===== src/rtl/igr_pkg.sv =====
// Shared types, constants and helpers for the IMU gravity removal integrator.
`timescale 1ns / 1ps
package igr_pkg;

  // Default parameter values
  localparam int ACC_FRAC_BITS_DEF = 16;
  localparam int INTEGRAL_BITS_DEF = 48;

  localparam int NUM_AXES = 3;
  localparam int AXIS_W   = 2;
  localparam logic [AXIS_W-1:0] AXIS_FIRST = AXIS_W'(0);
  localparam logic [AXIS_W-1:0] AXIS_LAST  = AXIS_W'(NUM_AXES - 1);

  // Field widths
  localparam int RAW_W    = 16;
  localparam int DT_W     = 16;
  localparam int OFFSET_W = 13;
  localparam int SCALE_W  = 16;
  localparam int ALPHA_W  = 16;
  localparam int BAND_W   = 20;
  localparam int LIN_W    = 32;
  localparam int SUM_W    = 48;

  // Registers holding Q0.16 weights
  localparam int WEIGHT_FRAC = 16;

  // Shared multiplier: 33-bit signed by 17-bit signed (unsigned zero-extended)
  localparam int MUL_A_W = 33;
  localparam int MUL_B_W = 17;
  localparam int MUL_P_W = MUL_A_W + MUL_B_W;

  // Trapezoid divide by 2000 on a 48-bit magnitude, 8 quotient bits per cycle
  localparam int DIV_MAG_W   = 48;
  localparam int DIV_BITS    = 8;
  localparam int DIV_STEPS   = DIV_MAG_W / DIV_BITS;
  localparam int DIV_CNT_W   = 3;
  localparam int DIV_REM_W   = 11;
  localparam logic [DIV_REM_W:0] DT_DIVISOR = 12'd2000;
  localparam int INC_W       = 39;

  // Configuration port
  localparam int CFG_IDX_W  = 3;
  localparam int CFG_DATA_W = 20;
  localparam logic [CFG_IDX_W-1:0] CFG_OFFSET_X     = 3'd0;
  localparam logic [CFG_IDX_W-1:0] CFG_OFFSET_Y     = 3'd1;
  localparam logic [CFG_IDX_W-1:0] CFG_OFFSET_Z     = 3'd2;
  localparam logic [CFG_IDX_W-1:0] CFG_ACCEL_SCALE  = 3'd3;
  localparam logic [CFG_IDX_W-1:0] CFG_FILTER_ALPHA = 3'd4;
  localparam logic [CFG_IDX_W-1:0] CFG_DEAD_BAND    = 3'd5;

  localparam logic signed [OFFSET_W-1:0] OFFSET_X_RST = -13'sd82;
  localparam logic signed [OFFSET_W-1:0] OFFSET_Y_RST = 13'sd82;
  localparam logic signed [OFFSET_W-1:0] OFFSET_Z_RST = -13'sd164;
  localparam logic [SCALE_W-1:0] SCALE_RST = 16'd157;
  localparam logic [ALPHA_W-1:0] ALPHA_RST = 16'd58982;
  localparam logic [BAND_W-1:0]  BAND_RST  = 20'd3277;

  typedef struct packed {
    logic signed [RAW_W-1:0] raw_x;
    logic signed [RAW_W-1:0] raw_y;
    logic signed [RAW_W-1:0] raw_z;
    logic [DT_W-1:0]         elapsed_ms;
  } igr_in_t;

  typedef struct packed {
    logic signed [LIN_W-1:0] lin_x;
    logic signed [LIN_W-1:0] lin_y;
    logic signed [LIN_W-1:0] lin_z;
    logic signed [SUM_W-1:0] sum_x;
    logic signed [SUM_W-1:0] sum_y;
    logic signed [SUM_W-1:0] sum_z;
  } igr_out_t;

  typedef enum logic [3:0] {
    OP_NONE,
    OP_LOAD,
    OP_SCALE,
    OP_ACC,
    OP_GMUL,
    OP_GUPD,
    OP_LIN,
    OP_DMUL,
    OP_DLOAD,
    OP_DIV,
    OP_ACCUM,
    OP_OUT
  } igr_op_e;

  typedef struct packed {
    igr_op_e           op;
    logic [AXIS_W-1:0] axis;
  } igr_cmd_t;

  typedef struct packed {
    logic div_last;
    logic out_free;
  } igr_stat_t;

  function automatic logic signed [LIN_W-1:0] sat32(input logic signed [63:0] x);
    logic signed [63:0] hi;
    logic signed [63:0] lo;
    hi = 64'sh0000_0000_7FFF_FFFF;
    lo = -64'sh0000_0000_8000_0000;
    if (x > hi) begin
      sat32 = hi[LIN_W-1:0];
    end else if (x < lo) begin
      sat32 = lo[LIN_W-1:0];
    end else begin
      sat32 = x[LIN_W-1:0];
    end
  endfunction

endpackage


===== src/rtl/igr_stream_if.sv =====
// Valid/ready stream channel carrying one payload beat.
`timescale 1ns / 1ps
interface igr_stream_if #(
  parameter type T = logic
);
  logic valid;
  logic ready;
  T     data;

  modport source (output valid, output data, input ready);
  modport sink   (input valid, input data, output ready);
endinterface


===== src/rtl/igr_ctrl.sv =====
// Sequencer for the per-axis scale, filter, dead band and integration steps.
`timescale 1ns / 1ps
module igr_ctrl
  import igr_pkg::*;
(
  input  logic      clk_i,
  input  logic      rst_ni,
  input  logic      in_valid_i,
  output logic      in_ready_o,
  input  igr_stat_t stat_i,
  output igr_cmd_t  cmd_o
);

  typedef enum logic [10:0] {
    S_IDLE  = 11'b000_0000_0001,
    S_SCALE = 11'b000_0000_0010,
    S_ACC   = 11'b000_0000_0100,
    S_GMUL  = 11'b000_0000_1000,
    S_GUPD  = 11'b000_0001_0000,
    S_LIN   = 11'b000_0010_0000,
    S_DMUL  = 11'b000_0100_0000,
    S_DLOAD = 11'b000_1000_0000,
    S_DIV   = 11'b001_0000_0000,
    S_ACCUM = 11'b010_0000_0000,
    S_DONE  = 11'b100_0000_0000
  } igr_state_e;

  igr_state_e        state_q, state_d;
  logic [AXIS_W-1:0] axis_q, axis_d;

  always_comb begin
    state_d     = state_q;
    axis_d      = axis_q;
    cmd_o.op    = OP_NONE;
    cmd_o.axis  = axis_q;
    in_ready_o  = (state_q == S_IDLE);
    case (state_q)
      S_IDLE: begin
        if (in_valid_i) begin
          cmd_o.op = OP_LOAD;
          axis_d   = AXIS_FIRST;
          state_d  = S_SCALE;
        end
      end
      S_SCALE: begin
        cmd_o.op = OP_SCALE;
        state_d  = S_ACC;
      end
      S_ACC: begin
        cmd_o.op = OP_ACC;
        state_d  = S_GMUL;
      end
      S_GMUL: begin
        cmd_o.op = OP_GMUL;
        state_d  = S_GUPD;
      end
      S_GUPD: begin
        cmd_o.op = OP_GUPD;
        state_d  = S_LIN;
      end
      S_LIN: begin
        cmd_o.op = OP_LIN;
        state_d  = S_DMUL;
      end
      S_DMUL: begin
        cmd_o.op = OP_DMUL;
        state_d  = S_DLOAD;
      end
      S_DLOAD: begin
        cmd_o.op = OP_DLOAD;
        state_d  = S_DIV;
      end
      S_DIV: begin
        cmd_o.op = OP_DIV;
        if (stat_i.div_last) begin
          state_d = S_ACCUM;
        end
      end
      S_ACCUM: begin
        cmd_o.op = OP_ACCUM;
        if (axis_q == AXIS_LAST) begin
          state_d = S_DONE;
        end else begin
          axis_d  = axis_q + AXIS_W'(1);
          state_d = S_SCALE;
        end
      end
      S_DONE: begin
        // wait for the output register to free up
        if (stat_i.out_free) begin
          cmd_o.op = OP_OUT;
          state_d  = S_IDLE;
        end
      end
      default: begin
        state_d = S_IDLE;
      end
    endcase
  end

  always_ff @(posedge clk_i or negedge rst_ni) begin
    if (!rst_ni) begin
      state_q <= S_IDLE;
      axis_q  <= AXIS_FIRST;
    end else begin
      state_q <= state_d;
      axis_q  <= axis_d;
    end
  end

`ifndef ASSERT_OFF
  a_div_holds: assert property (@(posedge clk_i) disable iff (!rst_ni)
    (state_q == S_DIV && !stat_i.div_last) |=> (state_q == S_DIV))
    else $error("divider left before its last step");

  a_last_axis_done: assert property (@(posedge clk_i) disable iff (!rst_ni)
    (state_q == S_ACCUM && axis_q == AXIS_LAST) |=> (state_q == S_DONE))
    else $error("last axis did not finish the item");

  a_axis_range: assert property (@(posedge clk_i) disable iff (!rst_ni)
    (axis_q <= AXIS_LAST))
    else $error("axis counter out of range");

  a_done_to_idle: assert property (@(posedge clk_i) disable iff (!rst_ni)
    (state_q == S_DONE && stat_i.out_free) |=> (state_q == S_IDLE && in_ready_o))
    else $error("result beat not handed off");
`endif

endmodule


===== src/rtl/igr_dp.sv =====
// Datapath: config registers, filter state, shared multiplier, divider, output register.
`timescale 1ns / 1ps
module igr_dp
  import igr_pkg::*;
#(
  parameter int ACC_FRAC_BITS = ACC_FRAC_BITS_DEF,
  parameter int INTEGRAL_BITS = INTEGRAL_BITS_DEF
) (
  input  logic                  clk_i,
  input  logic                  rst_ni,
  input  logic                  cfg_we_i,
  input  logic [CFG_IDX_W-1:0]  cfg_idx_i,
  input  logic [CFG_DATA_W-1:0] cfg_data_i,
  input  igr_in_t               in_data_i,
  input  igr_cmd_t              cmd_i,
  output igr_stat_t             stat_o,
  input  logic                  out_ready_i,
  output logic                  out_valid_o,
  output igr_out_t              out_data_o
);

  localparam int ShL  = (ACC_FRAC_BITS >= WEIGHT_FRAC) ? ACC_FRAC_BITS - WEIGHT_FRAC : 0;
  localparam int ShR  = (ACC_FRAC_BITS < WEIGHT_FRAC) ? WEIGHT_FRAC - ACC_FRAC_BITS : 0;
  localparam int SumW = ((INTEGRAL_BITS > INC_W) ? INTEGRAL_BITS : INC_W) + 1;
  localparam logic signed [SumW-1:0] IMax =
    {{(SumW - INTEGRAL_BITS + 1){1'b0}}, {(INTEGRAL_BITS - 1){1'b1}}};
  localparam logic signed [SumW-1:0] IMin = ~IMax;

  // configuration
  logic signed [OFFSET_W-1:0] off_q [NUM_AXES];
  logic [SCALE_W-1:0]         scale_q;
  logic [ALPHA_W-1:0]         alpha_q;
  logic [BAND_W-1:0]          band_q;

  // per-axis state
  logic                            first_q;
  logic signed [LIN_W-1:0]         grav_q  [NUM_AXES];
  logic signed [LIN_W-1:0]         prev_q  [NUM_AXES];
  logic signed [INTEGRAL_BITS-1:0] integ_q [NUM_AXES];

  // working registers
  logic signed [RAW_W-1:0]   raw_q [NUM_AXES];
  logic [DT_W-1:0]           dt_q;
  logic signed [LIN_W-1:0]   acc_q;
  logic signed [LIN_W-1:0]   lin_q;
  logic signed [MUL_P_W-1:0] prod_q;
  logic [DIV_MAG_W-1:0]      div_mag_q;
  logic [DIV_REM_W-1:0]      div_rem_q;
  logic                      div_neg_q;
  logic [DIV_CNT_W-1:0]      div_cnt_q;
  logic                      out_valid_q;
  igr_out_t                  out_q;

  logic [AXIS_W-1:0]         ax;
  logic signed [16:0]        raw_sum;
  logic signed [MUL_A_W-1:0] mul_a;
  logic signed [MUL_B_W-1:0] mul_b;
  logic signed [MUL_P_W-1:0] mul_p;
  logic signed [63:0]        scaled;
  logic signed [LIN_W-1:0]   acc_d;
  logic signed [LIN_W-1:0]   grav_d;
  logic signed [LIN_W-1:0]   dif;
  logic signed [MUL_A_W-1:0] dif_w;
  logic [MUL_A_W-1:0]        lin_abs;
  logic signed [LIN_W-1:0]   lin_d;
  logic signed [MUL_P_W-1:0] prod_abs;
  logic [DIV_MAG_W-1:0]      div_mag_d;
  logic [DIV_REM_W-1:0]      div_rem_d;
  logic signed [INC_W-1:0]   inc;
  logic signed [SumW-1:0]    tot;
  logic signed [INTEGRAL_BITS-1:0] integ_d;
  logic signed [63:0]        sum_wide [NUM_AXES];

  assign ax = cmd_i.axis;

  // shared multiplier operand select
  always_comb begin
    raw_sum = 17'(raw_q[ax]) + 17'(off_q[ax]);
    mul_a   = '0;
    mul_b   = '0;
    case (cmd_i.op)
      OP_SCALE: begin
        mul_a = MUL_A_W'(raw_sum);
        mul_b = {1'b0, scale_q};
      end
      OP_GMUL: begin
        mul_a = MUL_A_W'(grav_q[ax]) - MUL_A_W'(acc_q);
        mul_b = {1'b0, alpha_q};
      end
      OP_DMUL: begin
        mul_a = MUL_A_W'(prev_q[ax]) + MUL_A_W'(lin_q);
        mul_b = {1'b0, dt_q};
      end
      default: begin
        mul_a = '0;
        mul_b = '0;
      end
    endcase
  end

  assign mul_p = mul_a * mul_b;

  // scale to the acceleration format
  assign scaled = (64'(prod_q) <<< ShL) >>> ShR;
  assign acc_d  = sat32(scaled);

  // alpha*g + (1-alpha)*acc == acc + alpha*(g - acc), floored
  assign grav_d = first_q ? acc_q : sat32(64'(acc_q) + (64'(prod_q) >>> WEIGHT_FRAC));

  // gravity removal and dead band
  assign dif     = sat32(64'(acc_q) - 64'(grav_q[ax]));
  assign dif_w   = MUL_A_W'(dif);
  assign lin_abs = dif_w[MUL_A_W-1] ? MUL_A_W'(-dif_w) : MUL_A_W'(dif_w);
  assign lin_d   = (lin_abs < MUL_A_W'(band_q)) ? '0 : dif;

  assign prod_abs = prod_q[MUL_P_W-1] ? -prod_q : prod_q;

  // restoring divide by 2000, DIV_BITS quotient bits per cycle
  always_comb begin
    logic [DIV_REM_W:0]   trial;
    logic [DIV_MAG_W-1:0] mag;
    logic [DIV_REM_W-1:0] rem;
    mag = div_mag_q;
    rem = div_rem_q;
    for (int k = 0; k < DIV_BITS; k++) begin
      trial = {rem, mag[DIV_MAG_W-1]};
      mag   = {mag[DIV_MAG_W-2:0], 1'b0};
      if (trial >= DT_DIVISOR) begin
        rem    = DIV_REM_W'(trial - DT_DIVISOR);
        mag[0] = 1'b1;
      end else begin
        rem = trial[DIV_REM_W-1:0];
      end
    end
    div_mag_d = mag;
    div_rem_d = rem;
  end

  // quotient magnitude is below 2^38, so it fits the increment width
  assign inc = div_neg_q ? -$signed({1'b0, div_mag_q[INC_W-2:0]})
                         : $signed({1'b0, div_mag_q[INC_W-2:0]});
  assign tot = SumW'(integ_q[ax]) + SumW'(inc);

  always_comb begin
    if (tot > IMax) begin
      integ_d = IMax[INTEGRAL_BITS-1:0];
    end else if (tot < IMin) begin
      integ_d = IMin[INTEGRAL_BITS-1:0];
    end else begin
      integ_d = tot[INTEGRAL_BITS-1:0];
    end
  end

  always_comb begin
    for (int i = 0; i < NUM_AXES; i++) begin
      sum_wide[i] = 64'(integ_q[i]);
    end
  end

  // control and architectural state
  always_ff @(posedge clk_i or negedge rst_ni) begin
    if (!rst_ni) begin
      off_q[0]    <= OFFSET_X_RST;
      off_q[1]    <= OFFSET_Y_RST;
      off_q[2]    <= OFFSET_Z_RST;
      scale_q     <= SCALE_RST;
      alpha_q     <= ALPHA_RST;
      band_q      <= BAND_RST;
      first_q     <= 1'b1;
      div_cnt_q   <= '0;
      out_valid_q <= 1'b0;
      for (int i = 0; i < NUM_AXES; i++) begin
        grav_q[i]  <= '0;
        prev_q[i]  <= '0;
        integ_q[i] <= '0;
      end
    end else begin
      if (cfg_we_i) begin
        case (cfg_idx_i)
          CFG_OFFSET_X:     off_q[0] <= cfg_data_i[OFFSET_W-1:0];
          CFG_OFFSET_Y:     off_q[1] <= cfg_data_i[OFFSET_W-1:0];
          CFG_OFFSET_Z:     off_q[2] <= cfg_data_i[OFFSET_W-1:0];
          CFG_ACCEL_SCALE:  scale_q  <= cfg_data_i[SCALE_W-1:0];
          CFG_FILTER_ALPHA: alpha_q  <= cfg_data_i[ALPHA_W-1:0];
          CFG_DEAD_BAND:    band_q   <= cfg_data_i[BAND_W-1:0];
          default: ;
        endcase
      end
      if (cmd_i.op == OP_OUT) begin
        out_valid_q <= 1'b1;
      end else if (out_ready_i) begin
        out_valid_q <= 1'b0;
      end
      case (cmd_i.op)
        OP_GUPD:  grav_q[ax] <= grav_d;
        OP_DLOAD: div_cnt_q  <= '0;
        OP_DIV:   div_cnt_q  <= div_cnt_q + DIV_CNT_W'(1);
        OP_ACCUM: begin
          integ_q[ax] <= integ_d;
          prev_q[ax]  <= lin_q;
        end
        OP_OUT:   first_q <= 1'b0;
        default: ;
      endcase
    end
  end

  // working payload registers
  always_ff @(posedge clk_i) begin
    case (cmd_i.op)
      OP_LOAD: begin
        raw_q[0] <= in_data_i.raw_x;
        raw_q[1] <= in_data_i.raw_y;
        raw_q[2] <= in_data_i.raw_z;
        dt_q     <= in_data_i.elapsed_ms;
      end
      OP_SCALE, OP_GMUL, OP_DMUL: prod_q <= mul_p;
      OP_ACC:   acc_q <= acc_d;
      OP_LIN:   lin_q <= lin_d;
      OP_DLOAD: begin
        div_neg_q <= prod_q[MUL_P_W-1];
        div_mag_q <= prod_abs[DIV_MAG_W-1:0];
        div_rem_q <= '0;
      end
      OP_DIV: begin
        div_mag_q <= div_mag_d;
        div_rem_q <= div_rem_d;
      end
      OP_OUT: begin
        out_q.lin_x <= prev_q[0];
        out_q.lin_y <= prev_q[1];
        out_q.lin_z <= prev_q[2];
        out_q.sum_x <= sum_wide[0][SUM_W-1:0];
        out_q.sum_y <= sum_wide[1][SUM_W-1:0];
        out_q.sum_z <= sum_wide[2][SUM_W-1:0];
      end
      default: ;
    endcase
  end

  assign stat_o.div_last = (div_cnt_q == DIV_CNT_W'(DIV_STEPS - 1));
  assign stat_o.out_free = !out_valid_q || out_ready_i;
  assign out_valid_o     = out_valid_q;
  assign out_data_o      = out_q;

endmodule


===== src/rtl/imu_gravity_removal_integrator.sv =====
// Top level: accelerometer gravity removal with saturating trapezoidal integration.
//
//   channel | dir | payload                              | beat
//   in_if   | in  | raw_x, raw_y, raw_z, elapsed_ms      | one sample
//   out_if  | out | lin_x/y/z, sum_x/y/z                 | one result per sample
//   cfg     | in  | cfg_we_i, cfg_idx_i, cfg_data_i      | one register write
//
// An input beat is accepted in the idle state. The three axes then go in turn through
// the shared 33x17 multiplier (scale, filter, step) and a divide by 2000 that retires
// 8 quotient bits per cycle, and a final step loads the result register. A new beat
// is accepted only after the previous result has been loaded into the result register.
// A stalled result stalls the core only once the next result is ready behind it.
// Reset (async, active low) restores register defaults and clears filter and sums.
`timescale 1ns / 1ps
module imu_gravity_removal_integrator
  import igr_pkg::*;
#(
  parameter int ACC_FRAC_BITS = ACC_FRAC_BITS_DEF,
  parameter int INTEGRAL_BITS = INTEGRAL_BITS_DEF
) (
  input  logic                  clk_i,
  input  logic                  rst_ni,
  input  logic                  cfg_we_i,
  input  logic [CFG_IDX_W-1:0]  cfg_idx_i,
  input  logic [CFG_DATA_W-1:0] cfg_data_i,
  igr_stream_if.sink            in_if,
  igr_stream_if.source          out_if
);

  igr_cmd_t  cmd;
  igr_stat_t stat;
  logic      in_ready;
  logic      out_valid;
  igr_out_t  out_data;
  igr_in_t   in_data;

  assign in_data      = in_if.data;
  assign in_if.ready  = in_ready;
  assign out_if.valid = out_valid;
  assign out_if.data  = out_data;

  igr_ctrl u_ctrl (
    .clk_i      (clk_i),
    .rst_ni     (rst_ni),
    .in_valid_i (in_if.valid),
    .in_ready_o (in_ready),
    .stat_i     (stat),
    .cmd_o      (cmd)
  );

  igr_dp #(
    .ACC_FRAC_BITS (ACC_FRAC_BITS),
    .INTEGRAL_BITS (INTEGRAL_BITS)
  ) u_dp (
    .clk_i       (clk_i),
    .rst_ni      (rst_ni),
    .cfg_we_i    (cfg_we_i),
    .cfg_idx_i   (cfg_idx_i),
    .cfg_data_i  (cfg_data_i),
    .in_data_i   (in_data),
    .cmd_i       (cmd),
    .stat_o      (stat),
    .out_ready_i (out_if.ready),
    .out_valid_o (out_valid),
    .out_data_o  (out_data)
  );

endmodule


===== src/flat_wrapper.sv =====
// flat-port wrapper written by rule: the top's interface ports become plain ports
module imu_gravity_removal_integrator_flat import igr_pkg::*;
#(
  parameter int ACC_FRAC_BITS = ACC_FRAC_BITS_DEF,
  parameter int INTEGRAL_BITS = INTEGRAL_BITS_DEF
)
  (clk_i, rst_ni, cfg_we_i, cfg_idx_i, cfg_data_i, in_if_valid, in_if_data, in_if_ready, out_if_valid, out_if_data, out_if_ready);
  igr_stream_if #(.T(igr_in_t)) in_if_i ();
  igr_stream_if #(.T(igr_out_t)) out_if_i ();
  input  logic clk_i;
  input  logic rst_ni;
  input  logic cfg_we_i;
  input  logic [CFG_IDX_W-1:0] cfg_idx_i;
  input  logic [CFG_DATA_W-1:0] cfg_data_i;
  input wire logic [$bits(in_if_i.valid)-1:0] in_if_valid;
  input wire logic [$bits(in_if_i.data)-1:0] in_if_data;
  output wire logic [$bits(in_if_i.ready)-1:0] in_if_ready;
  output wire logic [$bits(out_if_i.valid)-1:0] out_if_valid;
  output wire logic [$bits(out_if_i.data)-1:0] out_if_data;
  input wire logic [$bits(out_if_i.ready)-1:0] out_if_ready;
  assign in_if_i.valid = in_if_valid;
  assign in_if_i.data = in_if_data;
  assign in_if_ready = in_if_i.ready;
  assign out_if_valid = out_if_i.valid;
  assign out_if_data = out_if_i.data;
  assign out_if_i.ready = out_if_ready;
  imu_gravity_removal_integrator #(.ACC_FRAC_BITS(ACC_FRAC_BITS), .INTEGRAL_BITS(INTEGRAL_BITS)) u_core (.clk_i(clk_i), .rst_ni(rst_ni), .cfg_we_i(cfg_we_i), .cfg_idx_i(cfg_idx_i), .cfg_data_i(cfg_data_i), .in_if(in_if_i), .out_if(out_if_i));
endmodule

===== config.mk =====
export PLATFORM = sky130hd
export DESIGN_NAME = imu_gravity_removal_integrator_flat
export DESIGN_NICKNAME = d
export VERILOG_FILES = /design/src/rtl/igr_pkg.sv /design/src/rtl/igr_stream_if.sv /design/src/rtl/igr_ctrl.sv /design/src/rtl/igr_dp.sv /design/src/rtl/imu_gravity_removal_integrator.sv /design/src/flat_wrapper.sv
export SDC_FILE = /design/constraint.sdc
export NUM_CORES = 2
export LEC_CHECK = 0
export ABC_AREA = 0
export BUFFER_PORTS_ARGS = -buffer_cell sky130_fd_sc_hd__buf_2
export CAP_MARGIN = 25
export CORE_AREA = 2 2 357 359
export CTS_CLUSTER_DIAMETER = 200
export DETAILED_ROUTE_END_ITERATION = 8
export DIE_AREA = 0 0 359 361
export PLACE_DENSITY = 0.83
export SLEW_MARGIN = 25
export SYNTH_ARGS = -nofsm -noshare
export SYNTH_HDL_FRONTEND = slang
export SYNTH_SLANG_ARGS = --single-unit

===== constraint.sdc =====
create_clock -name clk_i -period 22.2 [get_ports clk_i]
set_clock_uncertainty 0.05 [all_clocks]
set_input_delay 3.33 -clock clk_i [delete_from_list [all_inputs] [get_ports clk_i]]
set_output_delay 3.33 -clock clk_i [all_outputs]
set_load 0.03 [all_outputs]

== Word level (Yosys, flattened, before mapping) ==
Memories as Yosys holds them, arrays and structs flattened.
Cells that the tools add are included.

* Add/sub/neg operators: 19
* Multipliers: 1
* Order comparisons: 19
* Equality and inequality tests: 33
* Mux-type cells: 66
* Bitwise operators: 1
* Reduce and logical (&&, ||, !) cells: 16

{| class="wikitable"
|+ Operator list
! cell !! count
|-
| $mux W32 || 11
|-
| $mux W48 || 6
|-
| $bwmux W96 || 2
|-
| $bwmux W144 || 1
|-
| $mux W11 || 12
|-
| $bmux W32 S2 || 2
|-
| $pmux W11 S11 || 1
|-
| $pmux W33 S3 || 1
|-
| $bmux W48 S2 || 1
|-
| $demux W48 S2 || 1
|-
| $ge A12 B11 Y1 const B || 8
|-
| $pmux W48 S2 || 1
|-
| $sub A11 B11 Y11 const B || 8
|-
| $sub A32 B32 Y33 || 2
|-
| $demux W32 S2 || 1
|-
| $gt A50 B32 Y1 const B || 1
|-
| $lt A50 B32 Y1 const B || 1
|-
| $mul A33 B17 Y50 || 1
|-
| $add A48 B39 Y49 || 1
|-
| $gt A49 B48 Y1 const B || 1
|-
| $lt A49 B48 Y1 const B || 1
|-
| $neg A48 Y48 || 1
|-
| $pmux W16 S3 || 1
|-
| $pmux W4 S11 || 1
|-
| other kinds (54) || 88
|}

* Register bits after elaboration: 875
* Bits in writable memories: 48
* Word-level logic and storage cells: 189
* Memories: 1

{| class="wikitable"
|+ Memory list
! memory !! words !! bits a word !! read ports !! clocked after Yosys merged registers in !! wr ports !! RTL line !! text
|-
| u_core.u_dp.raw_q || 3 || 16 || 1 || 0 || 3 || igr_dp.sv:42 || <nowiki>logic signed [RAW_W-1:0] raw_q [NUM_AXES];</nowiki>
|}

== Depth between registers and ports, before layout ==
* Depth after elaboration: 17
* Mapped depth: 56
* Gate-level depth less buffers: 53

== Modules after synthesis ==
From an unflattened synthesis, not the netlist that was laid out.

* Cell total of the unflattened synthesis: 7149
* Area total of the unflattened synthesis: 69019.9 µm²

{| class="wikitable"
|+ Modules (own cells, without submodules)
! module !! times used !! cells each !! area each (µm²)
|-
| igr_dp || 1 || 7042 || 68087.8
|-
| igr_ctrl || 1 || 107 || 932.1
|}

== Least setup slack after synthesis ==
No wires, ideal clock.

* Path type: input-to-reg
* Start point: input out_if_ready
* End point: register u_core.u_dp.out_q, in the netlist u_core.u_dp.out_data_o[0], enable pin
* Library setup time: 0.923 ns
* Data arrival time: 14.926 ns
* Required time: 21.227 ns
* Slack: 6.301 ns
* Cell stages on the path: 2
* Buffers on the path: 0
* Cell sequence: inv_1 a21oi_1

* Longest elaborated chain between the ends: 4

{| class="wikitable"
|+ Ends and longest elaborated chain
! item !! RTL line !! text
|-
| from (decl) || flat_wrapper.sv:20 || <nowiki>input wire logic [$bits(out_if_i.ready)-1:0] out_if_ready;</nowiki>
|-
| $logic_or A1 B1 Y1 || igr_dp.sv:242 || <nowiki>assign stat_o.out_free = !out_valid_q || out_ready_i;</nowiki>
|-
| $mux W4 || igr_ctrl.sv:90 || <nowiki>if (stat_i.out_free) begin</nowiki>
|-
| $pmux W4 S11 || igr_ctrl.sv:37 || <nowiki>case (state_q)</nowiki>
|-
| $eq A4 B4 Y1 || igr_dp.sv:210 || <nowiki>case (cmd_i.op)</nowiki>
|-
| to (decl) || igr_dp.sv:52 || <nowiki>igr_out_t out_q;</nowiki>
|}

No other way between the ends.
A chain may end at the register's enable or synchronous reset.

== Worst setup path in the final report ==
* Start point: register u_core.u_ctrl.axis_q[1]
* End point: register u_core.u_dp.prod_q[49], data pin

* Longest elaborated chain between the ends: 7
* Elaborated cells between the ends (all ways): 16
* Those cells by class: add/sub (3); mul (1); mux (10); bitwise (1); memory (1)

{| class="wikitable"
|+ Ends and longest elaborated chain
! item !! RTL line !! text
|-
| from (decl) || igr_ctrl.sv:29 || <nowiki>logic [AXIS_W-1:0] axis_q, axis_d;</nowiki>
|-
| from (signal assigned) || igr_ctrl.sv:107 || <nowiki>axis_q <= axis_d;</nowiki>
|-
| $not A2 Y3 (not written as such) || igr_dp.sv:78, igr_dp.sv:87, igr_dp.sv:91 ||
|-
| $bmux W32 S2, or another cell as far along || igr_dp.sv:91 || <nowiki>mul_a = MUL_A_W'(prev_q[ax]) + MUL_A_W'(lin_q);</nowiki>
|-
| $mux W32 (not written as such), or another cell as far along (2 in series) || igr_dp.sv:91 ||
|-
| $add A32 B32 Y33, or another cell as far along || igr_dp.sv:91 ||
|-
| $pmux W33 S3 * || igr_dp.sv:81 || <nowiki>case (cmd_i.op)</nowiki>
|-
| $mul A33 B17 Y50 * || igr_dp.sv:101 || <nowiki>assign mul_p = mul_a * mul_b;</nowiki>
|-
| via u_core.u_dp.mul_p[49] || igr_dp.sv:58 || <nowiki>logic signed [MUL_P_W-1:0] mul_p;</nowiki>
|-
| to (signal assigned) || igr_dp.sv:217 || <nowiki>OP_SCALE, OP_GMUL, OP_DMUL: prod_q <= mul_p;</nowiki>
|-
| to (decl) || igr_dp.sv:46 || <nowiki>logic signed [MUL_P_W-1:0] prod_q;</nowiki>
|}

The timed path passes the listed nets; every way through them passes the cells marked *. The select of a mux whose other input is x is not followed.

==> impl_metrics.tcl <==
set metrics [dict create \
    ys.flop_type "edfxtp_1" \
    slowest_delay_ps 720 \
    hpwl_mm 152 \
    grt_max_degree 94 \
    dr.pass1.iters 9 \
    synthTopCellsByCount "nand2_1 (1211), inv_1 (838), o21ai_0 (520)" \
    ys_async_sr_fraction 0.482 \
    synth_top_family_by_area "adder cells" \
    wl_per_cell_um 22.4 \
    num_vias 55411 \
    p_leak_nw 34.0 \
    io_pins 334 \
    portBuffers 333 \
    dieArea_mm2 0.130 \
    critPathMaxFanout 93 \
    root_buffer "clkbuf_16" \
    hp-class "flop to flop" \
    synth_fp_nets 8117 \
    die_x_um 359 \
    slew_headroom 0.270 \
    gr-usage-all-layers 0.313 \
    synth.distinct_cells 121 \
    synth_top_area_frac 0.209 \
    avgSynthCellArea_um2 9.57 \
    rsz0062_at_grt "false" \
    cp_common_cell "o21ai_0" \
    start_util 0.547 \
    coreArea_mm2 0.125 \
    synth_warnings 0 \
    drive_above_1_share 0.114 \
    critPathTopFamily "compound AO/OA/AOI/OAI gates" \
    drt_wl_total_mm 204 \
    core.rowCount 130 \
    antenna_left 0 \
    area_growth_pct 9.69 \
    max_freq_ghz 0.0668 \
    maxCapViolCount 0 \
    h-tree-depth 3 \
    multi_input_area_mm2 0.0388 \
    fillers 9914 \
    synth_xor_area_frac 0.0386 \
    overflow 0 \
    ys_seq_elements 923 \
    synth_fa_ha_area_frac 0.213 \
    r2r_start "u_core.u_ctrl.axis_q[1]" \
    period_needed_ps 14960 \
    yosysMostFrequentCell "nand2_1" \
    hold_viol 0 \
    status "complete, no violations" \
    yosys.area.top_type "edfxtp_1" \
    worstPathArrival_ps 15400 \
    clk_latency_ps 760 \
    setup_violations 0 \
    synth-edff-count 478 \
    endpoint_kind "flop" \
    synth.mux.area_fraction 0.0402 \
    cts_setup_buffers 0 \
    crit_path_start "u_core.u_ctrl.axis_q[1]" \
    grt_pass1_wl_mm 316 \
    cp-start-kind "flop" \
    cts_tree "built" \
    vias_per_cell 6.09 \
    hold_buffers 0 \
    dr.first_iter.drc_count 6481 \
    drc_errors 0 \
    hp-start "u_core.u_dp.prev_q[42]" \
    finalPower_mw 7.79 \
    worst_path_max_delay_cell "nor2_4" \
    seq_area_frac_synth 0.372 \
    die_h_um 361 \
    grt_pass1_vias 54867 \
    ir_drop_v 0.0000796 \
    syn-cell-area_mm2 0.0686 \
    nets 8309 \
    drv_slew 0 \
    gp_congestion 1.07 \
    synth-simple-area-share 0.141 \
    cp_data_required_time_ps 22630 \
    cts-resized-gates 0 \
    clock_tree.buffer_depth 3 \
    fin_crit_sh 0.674 \
    powerDensity_mw_per_mm2 104 \
    numCtsBuffers 93 \
    clock-sinks 923 \
    setup_tns_ps 0 \
    antenna_found_initial 12 \
    cp_num_buf_inv 8 \
    worstSetupPathType "flop to flop" \
    synth_area_leaders "edfxtp_1 (21%), fa_1 (15%), dfrtp_1 (15%), nand2_1 (6.6%), ha_1 (6.3%)" \
    seq_area_mm2 0.0256 \
    tightest_slew_ps 1080 \
    syn_inst 7173 \
    synth_compound_area_frac 0.131 \
    clk_pin_slew_worst_paths_ps 60 \
]
## sequential cells by signal, summed over array words and instances (netlist names), 2 cells and up
| register | flops |
|---|---|
| u_core.u_ctrl.axis_q | 2 |
| u_core.u_dp.div_rem_q | 11 |
| u_core.u_dp.dt_q | 16 |
| u_core.u_dp.scale_q | 16 |
| u_core.u_dp.band_q | 20 |
| u_core.u_ctrl.state_q | 11 |
| u_core.u_dp.integ_q | 144 |
| u_core.u_dp.alpha_q | 16 |
| u_core.u_dp.out_data_o | 240 |
| u_core.u_dp.off_q | 39 |
| u_core.u_dp.div_mag_q | 48 |
| u_core.u_dp.prod_q | 50 |
| u_core.u_dp.lin_q | 32 |
| u_core.u_dp.acc_q | 32 |
| u_core.u_dp.grav_q | 96 |
| u_core.u_dp.div_cnt_q | 3 |
| u_core.u_dp.prev_q | 96 |
| u_core.u_dp.raw_q | 48 |
## per-layer routing
metal  share of wire  vias to the layer above  track usage
met5         0.00091                        -            0
met4           0.052                       14        0.148
met3            0.12                      696       0.0799
met2            0.45                     3305        0.484
met1            0.38                    27052        0.413
li1                -                    24344            -
## report_power, final
part / leakage (nW) / internal [mW] / switching, mW
Sequential: 10.3 / 2.13 / 0.243
Combinational: 22.1 / 1.26 / 2.49
Clock: 1.61 / 0.947 / 0.727
Total: 34.0 / 4.33 / 3.46
## cells by family (layout without fill, tap and decap cells)
group	after synthesis	in the layout
xor gates and xnor gates	300	300
AOI/OAI and AO/OA	1457	1457
muxes	260	260
DFF	923	923
and+or+nand+nor	2204	2204
buffers and inverters	1166	1439
other	0	4
adders and majority gates	863	863
## final cells by class
cell class / instances / area share
Clock inverter: 47 / 0.00821
Antenna cell: 4 / 0.000133
Tap cell: 1650 / 0.0274
Multi-Input combinational cell: 5084 / 0.515
Sequential cell: 923 / 0.339
Timing Repair Buffer: 424 / 0.0320
Clock buffer: 129 / 0.0357
Inverter: 839 / 0.0418
## worst paths after layout
path,end,slack (ps),cells after the start
hold reg to reg,u_core.u_dp.out_data_o[186],390,0
setup reg to reg,u_core.u_dp.prod_q[49],7240,52
min in group asynchronous,u_core.u_dp.prev_q[58],2540,1
hold / removal,u_core.u_dp.out_data_o[186],390,0
max in group asynchronous,u_core.u_dp.alpha_q[4],17320,3
setup / recovery,u_core.u_dp.prod_q[49],7240,52
## per-stage QoR
step	area (µm²)	worst slack, ps	util	hold WS [ps]	instances
2_1_floorplan	68600	6300	-	392	7173
3_3_place_gp	71900	8170	0.573	406	8917
3_5_place_dp	71900	7700	0.574	407	8918
4_1_cts	75200	7600	0.600	386	9094
5_1_grt	75300	6620	0.600	415	9098
6_report	75300	7240	0.600	389	9100
## cell usage in the layout, fill, tap and decap left out, drive strengths merged, types with 74 or more instances in the layout
| cell type | n |
|---|---|
| ha | 343 |
| mux2i | 154 |
| clkbuf | 129 |
| nand2 | 1212 |
| a21oi | 389 |
| mux2 | 104 |
| nor2 | 444 |
| buf | 424 |
| xnor2 | 187 |
| dfrtp | 400 |
| and2 | 74 |
| inv | 844 |
| edfxtp | 478 |
| fa | 509 |
| o21ai | 531 |
| a21o | 109 |
| xor2 | 113 |
No activity file was read; power rests on OpenSTA's default activity.
